## src/rtl/rks_pkg.sv

```systemverilog
// ----------------------------------------------------------------------------
// rks_pkg
// Shared constants, codes and types of the rotating key substitution cipher.
// ----------------------------------------------------------------------------
package rks_pkg;

  localparam int ALPHA      = 26;
  localparam int KEY_W      = 5;
  localparam int CHAR_W     = 8;
  localparam int CFG_IDX_W  = 2;
  localparam int CFG_DATA_W = 60;
  localparam int HIGH_W     = 10;
  localparam int QDEPTH_DEF = 2;

  localparam logic [KEY_W-1:0]  LAST_POS = 5'd25;
  localparam logic [CHAR_W-1:0] LETTER_A = 8'h61;
  localparam logic [CHAR_W-1:0] LETTER_Z = 8'h7A;

  typedef enum logic [CFG_IDX_W-1:0] {
    REG_KEY_LOW  = 2'd0,
    REG_KEY_MID  = 2'd1,
    REG_KEY_HIGH = 2'd2
  } reg_idx_t;

  // entry i of the key sits at bits 5i..5i+4
  typedef logic [ALPHA-1:0][KEY_W-1:0] key_t;

  typedef struct packed {
    logic              mode;
    logic [CHAR_W-1:0] char_in;
    logic              is_alpha;
    logic [KEY_W-1:0]  offset;
  } item_t;

  typedef struct packed {
    logic full;
    logic empty;
  } q_stat_t;

  typedef struct packed {
    logic                  we;
    logic [CFG_IDX_W-1:0]  index;
    logic [CFG_DATA_W-1:0] data;
  } cfg_wr_t;

endpackage

```

## src/rtl/rks_in_if.sv

```systemverilog
// ----------------------------------------------------------------------------
// rks_in_if
// Input character channel: valid/ready with mode, byte and restart flag.
// ----------------------------------------------------------------------------
interface rks_in_if;
  logic       valid;
  logic       ready;
  logic       mode;
  logic [7:0] char_in;
  logic       restart;

  modport source (output valid, mode, char_in, restart, input ready);
  modport sink (input valid, mode, char_in, restart, output ready);
endinterface

```

## src/rtl/rks_out_if.sv

```systemverilog
// ----------------------------------------------------------------------------
// rks_out_if
// Result channel: valid/ready with translated byte and letter flag.
// ----------------------------------------------------------------------------
interface rks_out_if;
  logic       valid;
  logic       ready;
  logic [7:0] char_out;
  logic       is_letter;

  modport source (output valid, char_out, is_letter, input ready);
  modport sink (input valid, char_out, is_letter, output ready);
endinterface

```

## src/rtl/rks_front.sv

```systemverilog
// ----------------------------------------------------------------------------
// rks_front
// Accepts characters, tracks the key offset and tags each transaction.
// ----------------------------------------------------------------------------
module rks_front
  import rks_pkg::*;
(
  input  logic     clk,
  input  logic     rst_n,
  rks_in_if.sink   in_ch,
  input  q_stat_t  q_stat,
  output logic     push,
  output item_t    item
);

  logic [KEY_W-1:0] off_r, off_nxt;
  logic [KEY_W-1:0] off_use;

  assign in_ch.ready = !q_stat.full;
  assign push        = in_ch.valid && in_ch.ready;

  assign off_use = in_ch.restart ? '0 : off_r;
  assign off_nxt = (off_use == LAST_POS) ? '0 : off_use + 5'd1;

  always_comb begin
    item.mode     = in_ch.mode;
    item.char_in  = in_ch.char_in;
    item.is_alpha = (in_ch.char_in >= LETTER_A) && (in_ch.char_in <= LETTER_Z);
    item.offset   = off_use;
  end

  always_ff @(posedge clk) begin
    if (!rst_n) begin
      off_r <= '0;
    end else if (push) begin
      off_r <= off_nxt;
    end
  end

endmodule

```

## src/rtl/rks_queue.sv

```systemverilog
// ----------------------------------------------------------------------------
// rks_queue
// Small FIFO between the front and back parts.
// ----------------------------------------------------------------------------
module rks_queue
  import rks_pkg::*;
#(
  parameter int QDEPTH = QDEPTH_DEF
) (
  input  logic    clk,
  input  logic    rst_n,
  input  logic    push,
  input  item_t   push_item,
  input  logic    pop,
  output item_t   head,
  output q_stat_t stat
);

  localparam int PTR_W = (QDEPTH > 1) ? $clog2(QDEPTH) : 1;
  localparam int CNT_W = $clog2(QDEPTH + 1);

  item_t            mem_r [QDEPTH];
  logic [PTR_W-1:0] wr_ptr_r, rd_ptr_r;
  logic [CNT_W-1:0] cnt_r, cnt_nxt;

  function automatic logic [PTR_W-1:0] ptr_inc(input logic [PTR_W-1:0] p);
    return (p == PTR_W'(QDEPTH - 1)) ? '0 : p + PTR_W'(1);
  endfunction

  assign stat.full  = (cnt_r == CNT_W'(QDEPTH));
  assign stat.empty = (cnt_r == '0);
  assign head       = mem_r[rd_ptr_r];

  always_comb begin
    cnt_nxt = cnt_r;
    if (push && !pop) cnt_nxt = cnt_r + CNT_W'(1);
    else if (pop && !push) cnt_nxt = cnt_r - CNT_W'(1);
  end

  always_ff @(posedge clk) begin
    if (!rst_n) begin
      wr_ptr_r <= '0;
      rd_ptr_r <= '0;
      cnt_r    <= '0;
    end else begin
      if (push) wr_ptr_r <= ptr_inc(wr_ptr_r);
      if (pop) rd_ptr_r <= ptr_inc(rd_ptr_r);
      cnt_r <= cnt_nxt;
    end
  end

  always_ff @(posedge clk) begin
    if (push) mem_r[wr_ptr_r] <= push_item;
  end

endmodule

```

## src/rtl/rks_back.sv

```systemverilog
// ----------------------------------------------------------------------------
// rks_back
// Holds the key, translates queued characters into the output register.
// ----------------------------------------------------------------------------
module rks_back
  import rks_pkg::*;
(
  input  logic    clk,
  input  logic    rst_n,
  input  cfg_wr_t cfg,
  input  item_t   head,
  input  q_stat_t q_stat,
  output logic    pop,
  rks_out_if.source out_ch
);

  logic [CFG_DATA_W-1:0] key_low_r, key_mid_r;
  logic [HIGH_W-1:0]     key_high_r;
  key_t                  key;

  logic                  out_valid_r;
  logic [CHAR_W-1:0]     char_r, char_nxt;
  logic                  letter_r, letter_nxt;

  logic [KEY_W-1:0]      idx;
  logic [KEY_W:0]        enc_sum, enc_pos;
  logic [KEY_W-1:0]      enc_entry;
  logic [ALPHA-1:0]      hit;
  logic                  any_lo, any_hit;
  logic [KEY_W-1:0]      j_lo, j_hi;
  logic [KEY_W:0]        dec_x;

  assign key = {key_high_r, key_mid_r, key_low_r};

  always_ff @(posedge clk) begin
    if (!rst_n) begin
      key_low_r  <= '0;
      key_mid_r  <= '0;
      key_high_r <= '0;
    end else if (cfg.we) begin
      case (cfg.index)
        REG_KEY_LOW:  key_low_r  <= cfg.data;
        REG_KEY_MID:  key_mid_r  <= cfg.data;
        REG_KEY_HIGH: key_high_r <= cfg.data[HIGH_W-1:0];
        default:      ;
      endcase
    end
  end

  assign pop = !q_stat.empty && (!out_valid_r || out_ch.ready);

  assign idx = KEY_W'(head.char_in - LETTER_A);

  // encrypt: rotated entry at idx is key[(idx + offset) mod 26]
  assign enc_sum   = {1'b0, idx} + {1'b0, head.offset};
  assign enc_pos   = (enc_sum >= 6'(ALPHA)) ? enc_sum - 6'(ALPHA) : enc_sum;
  assign enc_entry = key[enc_pos[KEY_W-1:0]];

  // decrypt: key index j maps to rotated position (j - offset) mod 26.
  // Indices below the offset wrap to the top positions, so they win.
  always_comb begin
    any_lo = 1'b0;
    j_lo   = '0;
    j_hi   = '0;
    for (int j = 0; j < ALPHA; j++) begin
      hit[j] = (key[j] == idx);
      if (hit[j]) j_hi = KEY_W'(j);
      if (hit[j] && (KEY_W'(j) < head.offset)) begin
        j_lo   = KEY_W'(j);
        any_lo = 1'b1;
      end
    end
  end

  assign any_hit = |hit;
  assign dec_x   = any_lo ? ({1'b0, j_lo} + 6'(ALPHA) - {1'b0, head.offset})
                          : ({1'b0, j_hi} - {1'b0, head.offset});

  always_comb begin
    char_nxt   = head.char_in;
    letter_nxt = 1'b0;
    if (head.is_alpha) begin
      if (!head.mode) begin
        char_nxt   = LETTER_A + {3'b000, enc_entry};
        letter_nxt = 1'b1;
      end else if (any_hit) begin
        char_nxt   = LETTER_A + {3'b000, dec_x[KEY_W-1:0]};
        letter_nxt = 1'b1;
      end
    end
  end

  always_ff @(posedge clk) begin
    if (!rst_n) begin
      out_valid_r <= 1'b0;
    end else if (pop) begin
      out_valid_r <= 1'b1;
    end else if (out_ch.ready) begin
      out_valid_r <= 1'b0;
    end
  end

  always_ff @(posedge clk) begin
    if (pop) begin
      char_r   <= char_nxt;
      letter_r <= letter_nxt;
    end
  end

  assign out_ch.valid     = out_valid_r;
  assign out_ch.char_out  = char_r;
  assign out_ch.is_letter = letter_r;

endmodule

```

## src/rtl/rotating_key_substitution_cipher.sv

```systemverilog
// ----------------------------------------------------------------------------
// rotating_key_substitution_cipher
// Progressive substitution cipher on a byte stream, one result per character.
// ----------------------------------------------------------------------------
// Usage:
//   in_ch carries mode (0 encrypt, 1 decrypt), char_in and restart; a
//   transaction completes when valid and ready are both high. out_ch carries
//   char_out and is_letter under the same handshake, one per input character,
//   in order. Lowercase letters are translated through the 26-entry key,
//   rotated by an offset that advances after every character; anything else
//   passes through with is_letter low. restart zeroes the offset first.
//   The key is loaded through cfg_we/cfg_index/cfg_data while the stream is
//   idle: index 0 letters 0-11, 1 letters 12-23, 2 letters 24-25.
// Timing:
//   From input transaction to result valid, the transaction is first written
//   into the front queue and then, with the output register free, goes
//   through the key lookup into it.
//   Throughput is one character per cycle while out_ch.ready stays high;
//   the key lookup and 26-way compare in the back part are combinational.
// Reset clears the offset, the key and the queue. When the receiver stalls,
//   the result holds, the queue fills and in_ch.ready drops once it is full.
// ----------------------------------------------------------------------------
module rotating_key_substitution_cipher
  import rks_pkg::*;
#(
  parameter int QDEPTH = QDEPTH_DEF
) (
  input  logic                  clk,
  input  logic                  rst_n,
  input  logic                  cfg_we,
  input  logic [CFG_IDX_W-1:0]  cfg_index,
  input  logic [CFG_DATA_W-1:0] cfg_data,
  rks_in_if.sink                in_ch,
  rks_out_if.source             out_ch
);

  item_t   push_item, head;
  q_stat_t q_stat;
  logic    q_push, q_pop;
  cfg_wr_t cfg;

  assign cfg.we    = cfg_we;
  assign cfg.index = cfg_index;
  assign cfg.data  = cfg_data;

  rks_front u_front (
    .clk    (clk),
    .rst_n  (rst_n),
    .in_ch  (in_ch),
    .q_stat (q_stat),
    .push   (q_push),
    .item   (push_item)
  );

  rks_queue #(.QDEPTH(QDEPTH)) u_queue (
    .clk       (clk),
    .rst_n     (rst_n),
    .push      (q_push),
    .push_item (push_item),
    .pop       (q_pop),
    .head      (head),
    .stat      (q_stat)
  );

  rks_back u_back (
    .clk    (clk),
    .rst_n  (rst_n),
    .cfg    (cfg),
    .head   (head),
    .q_stat (q_stat),
    .pop    (q_pop),
    .out_ch (out_ch)
  );

`ifndef SYNTHESIS
  a_stat_sane: assert property (@(posedge clk) disable iff (!rst_n)
    !(q_stat.full && q_stat.empty))
    else $error("queue reports full and empty at once");

  a_pop_nonempty: assert property (@(posedge clk) disable iff (!rst_n)
    q_pop |-> !q_stat.empty)
    else $error("pop from empty queue");

  a_pop_fills_out: assert property (@(posedge clk) disable iff (!rst_n)
    q_pop |=> out_ch.valid)
    else $error("popped transaction did not reach output register");

  a_ready_full: assert property (@(posedge clk) disable iff (!rst_n)
    in_ch.ready == !q_stat.full)
    else $error("input ready disagrees with queue fill");
`endif

endmodule
```

## src/flat_wrapper.sv

```systemverilog
// flat-port wrapper written by rule: the top's interface ports become plain ports
module rotating_key_substitution_cipher_flat import rks_pkg::*;
#(
  parameter int QDEPTH = QDEPTH_DEF
)
  (clk, rst_n, cfg_we, cfg_index, cfg_data, in_ch_valid, in_ch_mode, in_ch_char_in, in_ch_restart, in_ch_ready, out_ch_valid, out_ch_char_out, out_ch_is_letter, out_ch_ready);
  rks_in_if in_ch_i ();
  rks_out_if out_ch_i ();
  input  logic clk;
  input  logic rst_n;
  input  logic cfg_we;
  input  logic [CFG_IDX_W-1:0] cfg_index;
  input  logic [CFG_DATA_W-1:0] cfg_data;
  input wire logic [$bits(in_ch_i.valid)-1:0] in_ch_valid;
  input wire logic [$bits(in_ch_i.mode)-1:0] in_ch_mode;
  input wire logic [$bits(in_ch_i.char_in)-1:0] in_ch_char_in;
  input wire logic [$bits(in_ch_i.restart)-1:0] in_ch_restart;
  output wire logic [$bits(in_ch_i.ready)-1:0] in_ch_ready;
  output wire logic [$bits(out_ch_i.valid)-1:0] out_ch_valid;
  output wire logic [$bits(out_ch_i.char_out)-1:0] out_ch_char_out;
  output wire logic [$bits(out_ch_i.is_letter)-1:0] out_ch_is_letter;
  input wire logic [$bits(out_ch_i.ready)-1:0] out_ch_ready;
  assign in_ch_i.valid = in_ch_valid;
  assign in_ch_i.mode = in_ch_mode;
  assign in_ch_i.char_in = in_ch_char_in;
  assign in_ch_i.restart = in_ch_restart;
  assign in_ch_ready = in_ch_i.ready;
  assign out_ch_valid = out_ch_i.valid;
  assign out_ch_char_out = out_ch_i.char_out;
  assign out_ch_is_letter = out_ch_i.is_letter;
  assign out_ch_i.ready = out_ch_ready;
  rotating_key_substitution_cipher #(.QDEPTH(QDEPTH)) u_core (.clk(clk), .rst_n(rst_n), .cfg_we(cfg_we), .cfg_index(cfg_index), .cfg_data(cfg_data), .in_ch(in_ch_i), .out_ch(out_ch_i));
endmodule
```

## config.mk

```make
export PLATFORM = sky130hd
export DESIGN_NAME = rotating_key_substitution_cipher_flat
export DESIGN_NICKNAME = d
export VERILOG_FILES = /design/src/rtl/rks_pkg.sv /design/src/rtl/rks_in_if.sv /design/src/rtl/rks_out_if.sv /design/src/rtl/rks_front.sv /design/src/rtl/rks_queue.sv /design/src/rtl/rks_back.sv /design/src/rtl/rotating_key_substitution_cipher.sv /design/src/flat_wrapper.sv
export SDC_FILE = /design/constraint.sdc
export NUM_CORES = 1
export LEC_CHECK = 0
export BUFFER_PORTS_ARGS = -buffer_cell sky130_fd_sc_hd__buf_2
export CAP_MARGIN = 15
export CELL_PAD_IN_SITES_DETAIL_PLACEMENT = 2
export CELL_PAD_IN_SITES_GLOBAL_PLACEMENT = 2
export CORE_ASPECT_RATIO = 0.9
export CORE_MARGIN = 2
export CORE_UTILIZATION = 39
export CTS_CLUSTER_DIAMETER = 150
export DETAILED_ROUTE_END_ITERATION = 12
export PLACE_DENSITY = 0.83
export SKIP_CTS_REPAIR_TIMING = 1
export SYNTH_ARGS = -nofsm -noshare
export SYNTH_HDL_FRONTEND = slang
export SYNTH_SLANG_ARGS = --single-unit
```

## constraint.sdc

```tcl
create_clock -name clk -period 9.3 [get_ports clk]
set_input_delay 0.465 -clock clk [delete_from_list [all_inputs] [get_ports clk]]
set_output_delay 0.465 -clock clk [all_outputs]
set_load 0.01 [all_outputs]
```

Word level (Yosys, flattened, before mapping) --
Memories as Yosys holds them, arrays and structs flattened. A register that Yosys moved wholly into a read port is not among the register bits. Cells that the tools add are included.
Word-level totals: input bits 77, logic and storage cells 226, memories kept 1, register bits after elaboration 149, bits in writable memories 30, output and inout bits 11
Operators by class: equal/unequal tests 30, magnitude comparators 30, reduce and logical (&&, ||, !) cells 45, multiplexer cells 97, $add $sub $neg 13
Memories:
- u_core.u_queue.mem_r | depth 2, width 15, rd ports 1, clocked after memory_dff 1, wr ports 1, line rks_queue.sv:22 | item_t mem_r [QDEPTH];
Operators with widths (count):
- $mux 5 | 53
- $eq 5x5->1 | 26
- $lt 5x5->1 const A | 10
- $lt 4x5->1 const A | 8
- $mux 1 | 38
- $logic_and 1x1->1 | 31
- $reduce_or 26->1 | 1
- $bmux 5 s5 | 1
- $mux 8 | 3
- $lt 3x5->1 const A | 4
- $add 7x5->8 const A | 2
- $lt 1x5->1 const A | 2
- $lt 2x5->1 const A | 2
- $sub 5x5->5 | 2
- $ge 8x7->1 const B | 1
- $le 8x7->1 const B | 1
- $add 5x5->6 | 1
- $ge 6x5->1 const B | 1
- $lt 5x6->1 const B | 1
- $reduce_and 2->1 | 3
- $add 5x1->5 const B | 1
- $add 5x5->5 const B | 1
- $eq 5x5->1 const B | 1
- $logic_not 1->1 | 5
- other kinds (11) | 16

Logic depth before layout (Yosys ltp) --
Gate-level depths: netlist of run 1.
word-level depth 35, gate-level depth with buffers 32, mapped depth without buffers 23

Cells and area by module --
From an unflattened synthesis of run 1, not the netlist that was laid out.
Second synthesis, totals: cells, all modules 1472, area, all modules 13156.4 µm²
Modules (own cells, without submodules):
- rks_back | seq. area each 2892.8 µm², cells an instance 1341, instances 1, area each 11400.9 µm²
- rks_queue | seq. area each 1001.0 µm², cells an instance 69, instances 1, area each 1301.2 µm²
- rks_front | seq. area each 100.1 µm², cells an instance 62, instances 1, area each 454.2 µm²

Worst setup path after synthesis of run 1 --
Ideal clock, no wire load.
kind register to register, start reg with a tool-made name, end reg u_core.u_back.char_r[4] (netlist: u_core.u_back.out_ch.char_out[4]) (data pin), data required time 9.029 ns, clock period less this slack 6.497 ns, setup time 0.271 ns, cell stages (with the launch flop) 28, arrival time 6.226 ns, setup slack 2.803 ns, path buffers 7, cells stage by stage dfxtp_1 buf_6 buf_6 buf_2 buf_1 clkbuf_1 mux2i_1 ha_1 buf_2 buf_2 xnor3_1 or3_1 nor4_1 nor2_1 a211oi_1 o211ai_1 a311o_1 a31oi_1 ha_1 inv_1 ha_1 inv_1 fa_1 xor2_1 or3b_2 mux2i_1 xnor2_1 o221ai_1
RTL lines:
- to (signal assigned) | line rks_back.sv:105 | char_r <= char_nxt;
- to (decl) | line rks_back.sv:22 | logic [CHAR_W-1:0] char_r, char_nxt;

==> results of run 1 <==
-- layer usage --
metal	global-route usage (%)	wire length (um)	vias up	share of wire [%]
met1	42.1	24000	6235	44
li1	-	-	5351	-
met2	48.5	24700	450	45
met3	7.04	4130	86	7.5
met4	11.8	2040	2	3.7
met5	0	12	-	0.022
-- cell usage after synthesis (13+ instances only) --
library cell / instances / area (sq um)
nor3_1: 25 / 125
xnor2_1: 59 / 517
nand2_1: 302 / 1130
nor2_1: 57 / 214
a21boi_0: 124 / 931
xnor3_1: 54 / 1220
a211oi_1: 18 / 135
nor2b_1: 20 / 125
edfxtp_1: 39 / 1170
o21ai_0: 37 / 185
inv_1: 39 / 146
clkbuf_1: 53 / 199
ha_1: 23 / 288
a21oi_1: 30 / 150
or3_1: 17 / 106
nand2b_1: 13 / 81.3
xor2_1: 40 / 350
dfxtp_1: 141 / 2820
nand3_1: 19 / 95.1
buf_2: 16 / 80.1
mux2i_1: 63 / 631
-- registers in the layout, summed over array words and instances (netlist names), named ones only --
signal                          count
u_core.u_back.out_ch.valid          1
u_core.u_back.key_low_r            60
u_core.u_back.key_high_r           10
u_core.u_queue.rd_ptr_r             1
u_core.u_queue.cnt_r                2
u_core.u_queue.wr_ptr_r             1
u_core.u_back.out_ch.char_out       8
u_core.u_back.out_ch.is_letter      1
u_core.u_queue.mem_r               30
u_core.u_back.key_mid_r            60
u_core.u_front.off_r                5
-- stage by stage --
| step | util, % | instances | area, sq um |
|---|---|---|---|
| after floorplan | - | 1476 | 13400 |
| after CTS | 43.6 | 1995 | 14800 |
| after global routing | 43.6 | 1995 | 14800 |
| after detailed placement | 41.8 | 1963 | 14200 |
| after global placement | 41.8 | 1963 | 14200 |
| final | 43.6 | 1995 | 14800 |
-- kinds of logic (layout without fill, tap and decap cells) --
kind of cell	count (synthesis)	in the layout	share of synthesized area [%]
buf+inv	135	192	4.80
compound gates	344	344	19.3
flops	180	180	29.9
fa+ha+maj	26	26	2.60
mux	84	84	7.04
xor+xnor	156	156	16.0
simple gates	551	551	20.4
-- layout make-up --
cell class              count  area, sq um
clock buffers              19          454
clock inverters            13          160
fillers                  3703        19100
inverters                  44          166
multi-input cells        1161         8760
flip-flops and latches    180         4000
well taps                 462          578
repair buffers            116          656
-- power groups by stage --
stage | logic [mW] | registers [mW] | clock network, mW
after floorplan | 3.25 | 0.953 | 0
after global placement | 4.25 | 0.983 | 0
after detailed placement | 4.42 | 0.995 | 0
after CTS | 4.45 | 0.978 | 0.795
after global routing | 4.84 | 0.987 | 0.825
final | 4.52 | 0.979 | 0.786
-- worst paths after layout --
check	from	end
worst min-delay path	in_ch_mode	u_core.u_queue.mem_r[1][14]$_DFFE_PP_
worst max-delay path	register	u_core.u_back.out_ch.char_out[4]$_DFFE_PP_
worst min register to register	u_core.u_back.key_mid_r[54]$_SDFFE_PN0P_	u_core.u_back.key_mid_r[54]$_SDFFE_PN0P_
worst max register to register	register	u_core.u_back.out_ch.char_out[4]$_DFFE_PP_
==> flow_metrics.py, run 1 <==
metrics = {
    "power": {
        "power_mw": 6.29,
        "clockPowerShare_pct": 12.5,
        "netSwitchingPower_mw": 3.24,
        "p_int_mw": 3.05,
        "power_frac_comb_pct": 71.9,
        "leakage_nw": 5.81,
        "p_sw_share_pct": 51.5,
        "powerDensity_mw_per_mm2": 426,
        "seqPwrFrac_pct": 15.6,
        "ir_worst_vdd_mv": 0.282,
    },
    "placement": {
        "io_buffer_count": 87,
        "place_congestion": 0.980,
        "dp.final_hpwl_mm": 42.3,
        "place_ws_ns": 1.92,
    },
    "sta": {
        "finalCriticalPeriod_ns": 7.54,
        "max_freq_ghz": 0.133,
        "setup_ws_ns": 1.76,
        "fin_setup_tns_ns": 0,
        "setup_violations": 0,
        "relSlewSlack_pct": 15.4,
        "hold_violations": 0,
        "drv_slew": 0,
        "finalCritPeriodShare_pct": 81.1,
        "finClkSkew_ns": 0.0151,
        "rsz0062_at_grt": "no",
        "worst_pin_slew_ns": 1.26,
        "fin_hold_ws_ns": 0.196,
    },
    "floorplanning": {
        "rows": 64,
        "die_w_um": 199,
        "die_h_um": 180,
        "io_pins": 88,
        "start_util_pct": 39.4,
        "core_region_area_sq_mm": 0.0339,
        "die-area_sq_mm": 0.0358,
    },
    "worst_setup_path": {
        "slowest_stage": "dfxtp_2",
        "critical_path_depth": 19,
        "crit_path_end_kind": "register",
        "timing.reg2reg.setup_slack_ns": 1.76,
        "crit_required_ns": 9.51,
        "reg2reg_depth": 19,
        "criticalPathCategory": "register to register",
        "worst-path-max-fanout": 42,
        "crit_chain": "mux2i_4 -> nor3_1 -> nor2_1 -> buf_4 -> clkinv_2 -> ha_1 -> nor2_1 -> a21oi_4 -> xor2_2 -> o41a_1 -> nand3_2 -> mux2_2 -> o311ai_1 -> inv_1 -> ha_1 -> a21boi_0 -> o211ai_1 -> xnor2_1 -> o221ai_1",
        "max_stage_delay_ns": 1.04,
        "crit_arrival_ns": 7.75,
        "cp-start-kind": "register",
        "crit_buf_inv": 3,
        "crit_family": "compound AO/OA/AOI/OAI gates",
    },
    "finish": {
        "final_common_cell": "nand2_1",
        "fin_nets": 1623,
        "layout-drive-gt1-share_pct": 13.8,
        "areaGrowthSynthToFinish_pct": 10.5,
        "final_cell_mix": "302 x nand2_1, 140 x dfxtp_1, 124 x a21boi_0, 86 x buf_2, 61 x mux2i_1",
        "diodes": 0,
    },
    "route": {
        "vias": 12100,
        "dr.pass1.iters": 5,
        "remaining_drc_errors": 0,
        "via_per_inst": 6.08,
        "drtIter0Drc": 1084,
        "ant_nets": 0,
        "wl_mm": 54.9,
        "wl_per_cell_um": 27.5,
    },
    "yosys": {
        "synth-seq-cells": 180,
        "syn_inst": 1476,
        "synthArstFlopShare_pct": 0,
        "syn-mean-instance-area_sq_um": 9.05,
        "synth_edf_count": 39,
        "synth_cell_types": 108,
        "yosysSeqAreaShare_pct": 29.9,
        "synth_top_flop_cell": "dfxtp_1",
        "syn_area_sq_mm": 0.0134,
        "yosysWarnings": 0,
        "synth_nets": 1579,
    },
    "grt": {
        "grt_first_pass_wirelength_mm": 82.3,
        "track_usage_pct": 31.2,
        "antenna_found_initial": 1,
        "grt_pass1_vias": 12800,
        "overflow": 0,
        "grt_max_degree": 78,
    },
    "run_status": {
        "status": "completed",
    },
    "job": {
        "drv_cap": 0,
    },
    "clocking": {
        "cts_root_buf": "clkbuf_16",
        "insertion_delay_ns": 0.47,
        "clk_pin_slew_ns": 0.08,
        "cts_buffers": 17,
        "cts_max_path_buffers": 2,
        "cts_max_level": 4,
        "cts_tree": "built",
        "cts.sinks": 180,
    },
    "hold_path": {
        "hold_path.class": "primary input to register",
        "holdPathStages": 1,
    },
}
Power figures use the tool's default switching activity.
==> run 2: changes to the inputs <==
--- a/config.mk
+++ b/config.mk
@@ -11,10 +11,10 @@
 export CELL_PAD_IN_SITES_GLOBAL_PLACEMENT = 2
 export CORE_ASPECT_RATIO = 0.9
 export CORE_MARGIN = 2
-export CORE_UTILIZATION = 39
+export CORE_UTILIZATION = 35
 export CTS_CLUSTER_DIAMETER = 150
 export DETAILED_ROUTE_END_ITERATION = 12
-export PLACE_DENSITY = 0.83
+export PLACE_DENSITY = 0.79
 export SKIP_CTS_REPAIR_TIMING = 1
 export SYNTH_ARGS = -nofsm -noshare
 export SYNTH_HDL_FRONTEND = slang
==> constraint.sdc (replaced) <==
create_clock -name clk -period 6.29 [get_ports clk]
set_input_delay 0.3145 -clock clk [delete_from_list [all_inputs] [get_ports clk]]
set_output_delay 0.3145 -clock clk [all_outputs]
set_load 0.01 [all_outputs]
==> run 2 against run 1 <==
First-iteration DRC count is 1.2% higher. Non-clock buffer count is 41 higher. Worst hold slack worse by 0.16 ns. Final cell count is 3.1% higher. Power is 56% higher. Clock-buffer cell count is 1 lower. Global-route usage is 2.0 points lower.
==> flow_metrics.py, run 2 (synthesis results as in run 1) <==
metrics = {
    "clocking": {
        "cts_max_path_buffers": 2,
        "cts_max_level": 4,
        "cts.sinks": 180,
        "cts_buffers": 17,
        "cts_root_buf": "clkbuf_16",
        "insertion_delay_ns": 0.48,
        "cts_tree": "built",
        "clk_pin_slew_ns": 0.09,
    },
    "finish": {
        "diodes": 0,
        "layout-drive-gt1-share_pct": 16.5,
        "reg_top3": "u_core.u_back.key_low_r: 60 flops, u_core.u_back.key_mid_r: 60 flops, u_core.u_queue.mem_r: 30 flops",
        "final_common_cell": "nand2_1",
        "final_cell_mix": "302 x nand2_1, 140 x dfxtp_1, 124 x a21boi_0, 86 x buf_2, 69 x buf_4",
        "final_area_sq_mm": 0.0151,
        "n_fill_cell": 4156,
        "areaGrowthSynthToFinish_pct": 13.0,
        "fin_nets": 1664,
    },
    "worst_setup_path": {
        "crit_required_ns": 6.49,
        "timing.reg2reg.setup_slack_ns": 0.31,
        "slowest_stage": "mux2i_4",
        "cp-start-kind": "register",
        "crit_path_end_kind": "register",
        "r2r-end": "u_core.u_back.out_ch.char_out[6]$_DFFE_PP_",
        "max_stage_delay_ns": 0.51,
        "crit_top_cell": "buf_4",
        "criticalPathCategory": "register to register",
        "crit_chain": "buf_4 -> mux2i_4 -> buf_4 -> xnor3_1 -> nor4bb_1 -> buf_4 -> and2_1 -> nand2b_1 -> o211ai_1 -> a311o_1 -> a31oi_1 -> ha_1 -> inv_1 -> ha_1 -> inv_1 -> fa_1 -> xor2_1 -> or3b_2 -> mux2i_1 -> and2_1 -> o221ai_1",
        "reg2reg_depth": 21,
        "worst-path-max-fanout": 31,
        "crit_arrival_ns": 6.18,
    },
    "route": {
        "ant_nets": 0,
        "vias": 12100,
        "remaining_drc_errors": 0,
        "drtIter0Drc": 1097,
        "via_per_inst": 5.88,
        "wl_per_cell_um": 27.9,
        "wl_mm": 57.5,
        "dr.pass1.iters": 5,
    },
    "floorplanning": {
        "die-area_sq_mm": 0.0398,
        "die_h_um": 189,
        "die_w_um": 210,
        "io_pins": 88,
        "core_region_area_sq_mm": 0.0375,
        "rows": 67,
        "start_util_pct": 35.7,
    },
    "sta": {
        "rsz0062_at_grt": "yes",
        "drv_slew": 0,
        "finalCriticalPeriod_ns": 5.98,
        "setup_violations": 0,
        "relSlewSlack_pct": 18.5,
        "finalCritPeriodShare_pct": 95.0,
        "finClkSkew_ns": 0.0211,
        "hold_violations": 0,
        "worst_pin_slew_ns": 1.21,
        "max_freq_ghz": 0.167,
    },
    "grt": {
        "grt_max_degree": 118,
        "grt_pass1_vias": 12700,
        "track_usage_pct": 29.3,
        "grt_first_pass_wirelength_mm": 85.3,
        "antenna_found_initial": 1,
        "overflow": 0,
    },
    "hold_path": {
        "worstHoldStart": "in_ch_char_in[6]",
        "holdPathStages": 1,
        "hold-path-endpoint": "u_core.u_queue.mem_r[1][12]$_DFFE_PP_",
        "hold_path.class": "primary input to register",
    },
    "run_status": {
        "status": "completed",
    },
    "job": {
        "drv_cap": 0,
    },
    "placement": {
        "place_congestion": 0.995,
        "dp.final_hpwl_mm": 45.1,
        "placed_cell_area_sq_mm": 0.0145,
        "io_buffer_count": 87,
    },
    "power": {
        "power_mw": 9.79,
        "powerDensity_mw_per_mm2": 648,
        "ir_worst_vdd_mv": 0.501,
        "leakage_nw": 6.00,
    },
}
run 2: changes by cell type in the layout (fill, tap and decap cells not counted), sizes merged:
cell      previous run  this run
clkinv               6         7
clkinvlp             0         1
clkbuf              19        18
buf                116       157
bufinv               2         1
run 2: layout make-up:
type | count | area [sq um] | share of cell area [%]
Clock buffer | 18 | 429 | 2.84
Sequential cell | 180 | 4000 | 26.5
Clock inverter | 14 | 134 | 0.887
Inverter | 44 | 166 | 1.10
Timing Repair Buffer | 157 | 980 | 6.49
Multi-Input combinational cell | 1161 | 8790 | 58.2
Tap cell | 483 | 604 | 4.00
run 2: worst max-delay path, delay by kind of cell, from the launching register on:
kind | cells | cell delay [ns]
XOR/XNOR | 2 | 0.54
adder cells (fa/ha/maj) | 3 | 0.79
buffers and inverters | 5 | 1.12
flip-flops | 1 | 0.42
AO/OA/AOI/OAI | 4 | 0.72
AND/OR/NAND/NOR | 5 | 1.37
multiplexers | 2 | 0.72
run 2: power breakdown:
part | switching (mW) | internal (mW) | total [mW]
logic | 4.44 | 2.86 | 7.30
registers | 0.0997 | 1.31 | 1.41
clock network | 0.535 | 0.539 | 1.07
run 2: how the worst max path moves through the flow:
stage,to,slack [ns],depth (start not counted)
floorplan,u_core.u_back.out_ch.char_out[4]$_DFFE_PP_,0.01,29
global placement,u_core.u_back.out_ch.char_out[4]$_DFFE_PP_,0.49,22
detailed placement,u_core.u_back.out_ch.char_out[6]$_DFFE_PP_,0.21,21
CTS,u_core.u_back.out_ch.char_out[6]$_DFFE_PP_,0.24,21
global route,u_core.u_back.out_ch.char_out[6]$_DFFE_PP_,-0.02,21
finish,u_core.u_back.out_ch.char_out[6]$_DFFE_PP_,0.31,21
run 2: per-layer routing:
metal	part of all wire (%)	global-route usage (%)
met1	44	39.9
met2	44	45.3
met3	8.0	6.80
met4	3.2	10.4
met5	0.028	0
run 2: stage by stage:
step                      util [%]  setup slack (ns)  cells  setup TNS, ns  hold slack (ns)
final                         40.3             0.313   2057              0           0.0392
after global routing          40.3           -0.0230   2057        -0.0230           0.0306
after CTS                     40.2             0.244   2056              0          0.00778
after detailed placement      38.7             0.214   2024              0            0.460
after global placement        38.7             0.489   2024              0            0.452
after floorplan                  -           0.00993   1476              0            0.413
